`config.mk`:
```
export PLATFORM = sky130hd
export DESIGN_NAME = tmnm_div
export DESIGN_NICKNAME = d
export VERILOG_FILES = /design/src/tmnm_pkg.sv /design/src/tmnm_div.sv
export SDC_FILE = /design/constraint.sdc
export NUM_CORES = 1
export LEC_CHECK = 0
export ABC_AREA = 1
export BUFFER_PORTS_ARGS = -buffer_cell sky130_fd_sc_hd__buf_2
export CAP_MARGIN = 5
export CORE_MARGIN = 2
export CORE_UTILIZATION = 45
export CTS_CLUSTER_SIZE = 14
export DETAILED_ROUTE_END_ITERATION = 7
export GPL_TIMING_DRIVEN = 0
export PLACE_DENSITY_LB_ADDON = 0.3
export SYNTH_ARGS = -nofsm -noshare
export SYNTH_HDL_FRONTEND = slang
export SYNTH_SLANG_ARGS = --single-unit
```
`constraint.sdc`:
```
create_clock -name aclk -period 2.8 [get_ports aclk]
set_input_delay 0.14 -clock aclk [delete_from_list [all_inputs] [get_ports aclk]]
set_output_delay 0.14 -clock aclk [all_outputs]
set_load 0.005 [all_outputs]
```
`src/tmnm_pkg.sv`:
```
`default_nettype none
package tmnm_pkg;

    localparam int MAX_WIDTH     = 1024;
    localparam int MAX_TILES     = 256;
    localparam int MAX_TILE_SIZE = 64;

    localparam int DIV_NUM_W = 28;
    localparam int DIV_DEN_W = 13;
    localparam int DIV_CNT_W = 5;

    localparam logic [1:0] CFG_FRAME_WIDTH = 2'd0;
    localparam logic [1:0] CFG_TILE_SIZE   = 2'd1;
    localparam logic [1:0] CFG_TILE_COUNT  = 2'd2;

    localparam logic REQ_LOAD  = 1'b0;
    localparam logic REQ_PIXEL = 1'b1;

    typedef enum logic [8:0] {
        ST_IDLE      = 9'b000000001,
        ST_RS_GO     = 9'b000000010,
        ST_RS_WAIT   = 9'b000000100,
        ST_PROC0     = 9'b000001000,
        ST_PROC1     = 9'b000010000,
        ST_MEAN_GO   = 9'b000100000,
        ST_MEAN_WAIT = 9'b001000000,
        ST_SEARCH    = 9'b010000000,
        ST_OUT       = 9'b100000000
    } state_t;

    typedef struct packed {
        logic                 start;
        logic [DIV_NUM_W-1:0] num;
        logic [DIV_DEN_W-1:0] den;
    } div_req_t;

    typedef struct packed {
        logic                 done;
        logic [DIV_NUM_W-1:0] quo;
        logic [DIV_DEN_W-1:0] rem;
    } div_rsp_t;

endpackage
`default_nettype wire

```
`src/tmnm_div.sv`:
```
`default_nettype none
module tmnm_div (
    input  wire                 aclk,
    input  wire                 aresetn,
    input  tmnm_pkg::div_req_t  req,
    output tmnm_pkg::div_rsp_t  rsp
);
    import tmnm_pkg::*;

    logic                 busy_reg, busy_next;
    logic                 done_reg, done_next;
    logic [DIV_CNT_W-1:0] cnt_reg, cnt_next;
    logic [DIV_NUM_W-1:0] num_reg, num_next;
    logic [DIV_DEN_W-1:0] rem_reg, rem_next;
    logic [DIV_DEN_W-1:0] den_reg, den_next;
    logic [DIV_DEN_W:0]   shifted;
    logic [DIV_DEN_W:0]   diff;
    logic                 ge;

    always_comb begin
        shifted   = {rem_reg, num_reg[DIV_NUM_W-1]};
        ge        = shifted >= {1'b0, den_reg};
        diff      = shifted - {1'b0, den_reg};
        busy_next = busy_reg;
        done_next = 1'b0;
        cnt_next  = cnt_reg;
        num_next  = num_reg;
        rem_next  = rem_reg;
        den_next  = den_reg;
        if (req.start) begin
            busy_next = 1'b1;
            cnt_next  = '0;
            num_next  = req.num;
            rem_next  = '0;
            den_next  = req.den;
        end else if (busy_reg) begin
            rem_next = ge ? diff[DIV_DEN_W-1:0] : shifted[DIV_DEN_W-1:0];
            num_next = {num_reg[DIV_NUM_W-2:0], ge};
            cnt_next = cnt_reg + 1'b1;
            if (cnt_reg == DIV_CNT_W'(DIV_NUM_W - 1)) begin
                busy_next = 1'b0;
                done_next = 1'b1;
            end
        end
    end

    always_ff @(posedge aclk) begin
        if (!aresetn) begin
            busy_reg <= 1'b0;
            done_reg <= 1'b0;
        end else begin
            busy_reg <= busy_next;
            done_reg <= done_next;
        end
        cnt_reg <= cnt_next;
        num_reg <= num_next;
        rem_reg <= rem_next;
        den_reg <= den_next;
    end

    assign rsp.done = done_reg;
    assign rsp.quo  = num_reg;
    assign rsp.rem  = rem_reg;

endmodule
`default_nettype wire

```
======== After elaboration in Yosys (flattened, before gate mapping) ========
Cells that the tools add are included.
operators by class
  magnitude comparators ................... 1
  bitwise gates (word level) .............. 2
  add/subtract/negate cells ............... 2
  multiplexer cells ....................... 7
  equal/unequal tests ..................... 1
  reductions and logical operators ........ 2
operators by type and width
  operator               number
  $mux W28               2
  $ge A14 B13 Y1         1
  $mux W13               1
  $sub A13 B13 Y13       1
  $add A5 B1 Y5 const B  1
  $eq A5 B5 Y1 const B   1
  $mux W1                4
  $reduce_or A3 Y1       1
  $not A1 Y1             2
  $reduce_bool A2 Y1     1
word-level totals
  word-level logic and storage cells ...... 21
  output and inout port bits .............. 42
  input bits .............................. 44
  bits in registers ....................... 61

======== Logic depth before layout (Yosys ltp) ========
  depth in word-level cells ............... 4
  depth in mapped cells ................... 14
  mapped depth without buffers ............ 13

======== Least setup slack after synthesis ========
Ideal clock, no wire load.
  kind .................................... register -> register
  start ................................... register num_reg[27]
  end ..................................... register num_reg[0], data pin
  setup time .............................. 0.253 ns
  arrival ................................. 1.795 ns
  stages on the path, launching flop included .. 14
  clock period less this slack ............ 2.048 ns
  path buffers ............................ 1
  path slack .............................. 0.752 ns
  required time ........................... 2.547 ns
  cells stage by stage .................... edfxtp_1 > inv_1 > ha_1 > inv_1 > fa_1 > nand2_1 > nand2_1 > nand3_1 > nand2_1 > nand2_2 > nand3_4 > buf_8 > nand2_1 > nand2_1
between the ends
  cells in the longest elaborated chain, start to end .. 3
ends and longest elaborated chain
  what                    line            text
  start, declared         tmnm_div.sv:13  logic [DIV_NUM_W-1:0] num_reg, num_next;
  start signal, assigned  tmnm_div.sv:56  num_reg <= num_next;
  $ge A14 B13 Y1          tmnm_div.sv:22  ge = shifted >= {1'b0, den_reg};
  $mux W28                tmnm_div.sv:36  end else if (busy_reg) begin
  $mux W28                tmnm_div.sv:30  if (req.start) begin
  named net num_next[0]   tmnm_div.sv:13
The timed path passes the listed nets, and every way through them passes these cells. The select of a mux whose other input is x is not followed.
A chain may end at the register's enable or synchronous reset.

======== Final worst setup path ========
  start ................................... register num_reg[27]
  end ..................................... register rem_reg[6]
between the ends
  cells in the longest elaborated chain, start to end .. 2
ends and longest elaborated chain
  what                                                line                            text
  $sub A13 B13 Y13 or $ge A14 B13 Y1 (tied branches)  tmnm_div.sv:23, tmnm_div.sv:22
  $mux W13 (*)                                        tmnm_div.sv:37                  rem_next = ge ? diff[DIV_DEN_W-1:0] : shifted[DIV_DEN_W-1:0];
  end signal, assigned                                tmnm_div.sv:57                  rem_reg <= rem_next;
  end, declared                                       tmnm_div.sv:14                  logic [DIV_DEN_W-1:0] rem_reg, rem_next;
Mark *: on every way between the ends. The rest lies on a longest branch, timed or not.

==> out/qor.yml <==
place:
  io_buffer_count: 85
  placed_area_mm2: 0.00399
  place_inst: 619
  place_congestion: 0.945
  dpl.hpwl_um: 6140
run_status:
  status: "completed"
final_layout:
  fin_cells: 649
  final_common_cell: "nand2_1"
  drive_gt1_share_pct: 24.0
  stdcell_area_mm2: 0.00437
  fin_nets: 604
  area_growth_pct: 26.9
  seqCellArea_mm2: 0.00163
  nFillCells: 696
  multi_input_area_mm2: 0.00147
  most-common-layout-cells: "175 x nand2_1, 89 x buf_2, 66 x inv_1"
  largest_reg_flops: 28
  diodes: 0
synth:
  yosysTopAreaCell: "edfxtp_1"
  yosysUniqueCellTypes: 31
  avgSynthCellArea_um2: 7.91
  yosysTopAreaCellShare_pct: 35.8
  synthCells: 435
  ys_async_sr_fraction_pct: 0
  ys_seq_elements: 61
  ys_seq_area_share_pct: 47.4
  synth_fp_nets: 494
  synth_flop_cell: "edfxtp_1"
  synth.area.top_cells: "edfxtp_1 36%, nand2_1 19%, dfxtp_1 12%, inv_1 7.2%, ha_1 5.1%"
  yosys_warnings: 0
  synth_edf_count: 41
  netlist_area_mm2: 0.00344
worst_setup_path:
  rr_startpoint: "num_reg[27]"
  crit_arrival_ns: 2.49
  critPathLaunchType: "register"
  critical_path_required_ns: 3.01
  r2r_cells: 13
  startpoint: "num_reg[27]"
  criticalPathCategory: "register to register"
  cp_max_fo: 10
  end_kind: "register"
clock_tree:
  post_cts_buffers: 0
  cts_root_buffer: "clkbuf_8"
  clk_pin_slew_ns: 0.07
  clk_latency_ns: 0.34
  cts_buffer_depth: 2
  clock_sink_count: 61
  hold_buffers: 13
  cts_tree: "built"
  h-tree-depth: 3
  cts_buffers: 9
  post_cts_resized: 0
run:
  drv_cap: 0
sta:
  hold_violations: 0
  finClkSkew_ns: 0.00968
  slew_viol_final: 0
  period_share_pct: 81.5
  rsz0062_at_grt: "no"
  tightest_slew_ns: 0.496
  setup_violations: 0
  slew-limit-headroom_pct: 66.9
  final.setup.tns_ns: 0
  hold_ws_ns: 0.0407
  min_period_ns: 2.28
  fmax_mhz: 438
power:
  power.density_mw_per_mm2: 514
  p_leak_nw: 2.28
  peakVddDrop_mv: 0.288
routing:
  postRouteAntennaNets: 0
  drt-pass1-iter-count: 4
  drc_errors: 0
  wl_per_cell_um: 12.7
  routed_wl_um: 8250
  avgViaCountPerCell: 4.84
  routed-via-count: 3141
  first_iter_violations: 124
die:
  ios: 86
  die-area_mm2: 0.00836
  rows: 31
  die_h_um: 91.5
  dieWidth_um: 91.5
  initial_core_util_pct: 47.0
  fp.coreArea_mm2: 0.00733
global_route:
  first_global_vias: 3148
  track_usage_pct: 20.9
  grt_max_degree: 35
  grt-ovfl-total: 0
  antenna_found_initial: 0
  grt_pass1_wl_um: 14000
hold_path:
  holdPathStages: 3
  hold_path.class: "input port to register"
  hold_start: "aresetn"
==> logic make-up after synthesis <==
group,Yosys count,share of synthesized area [%]
flops,61,47.4
simple gates,254,32.9
xor+xnor,5,1.27
fa+ha+maj,15,5.67
buf+inv,84,9.85
compound gates,16,2.87
==> cell type report <==
type / count / share of cell area [%]
inverter: 70 / 6.02
clock inverter: 4 / 1.66
sequential: 61 / 37.4
multi-input combinational: 290 / 33.7
buffer: 14 / 1.75
timing repair buffer: 99 / 13.4
tap: 99 / 2.84
clock buffer: 12 / 3.32
==> synth_stat cells, types with 5 or more instances <==
cell type / instances
a21oi_1: 5
clkbuf_1: 7
dfxtp_1: 20
edfxtp_1: 41
ha_1: 14
inv_1: 66
nand2_1: 175
nand2_2: 5
nand3_1: 26
nand3_2: 7
nand4_1: 19
nor2_1: 13
o21ai_0: 6
==> routing by layer <==
metal	up-vias	share of wire (%)	track usage (%)
met5	-	0	0
met2	100	47	36.0
met4	0	1.3	8.46
met3	9	6.3	4.23
li1	1604	-	-
met1	1428	45	25.4
==> where the power goes <==
part	internal (mW)	switching [mW]
logic	0.131	0.177
clock network	0.525	0.343
registers	1.04	0.0314
total	1.69	0.551
==> metrics by stage <==
stage | utilization (%) | worst slack (ns) | power, mW
after floorplan | - | 0.752 | 1.25
after global placement | 54.4 | 0.481 | 1.37
after detailed placement | 54.4 | 0.470 | 1.38
after CTS | 59.2 | 0.455 | 2.26
after global routing | 59.6 | 0.339 | 2.35
final | 59.6 | 0.518 | 2.24
==> worst max-delay path: stages (launching register included) <==
cell      delay [ns]
edfxtp_1        0.38
inv_1           0.09
ha_1            0.14
inv_1           0.08
fa_1            0.47
nand2_1         0.11
nand2_1         0.06
nand3_1         0.06
nand2_1         0.09
nand2_2         0.12
buf_2           0.26
nand4_1         0.13
nand3_1         0.11
o21ai_1         0.06
==> worst paths after layout <==
| path | to | slack, ns |
|---|---|---|
| setup / recovery | rem_reg[6] | 0.52 |
| hold / removal | done_reg | 0.04 |
| setup reg to reg | rem_reg[6] | 0.52 |
| hold reg to reg | cnt_reg[4] | 0.47 |
(Power assumes the default switching activity.)
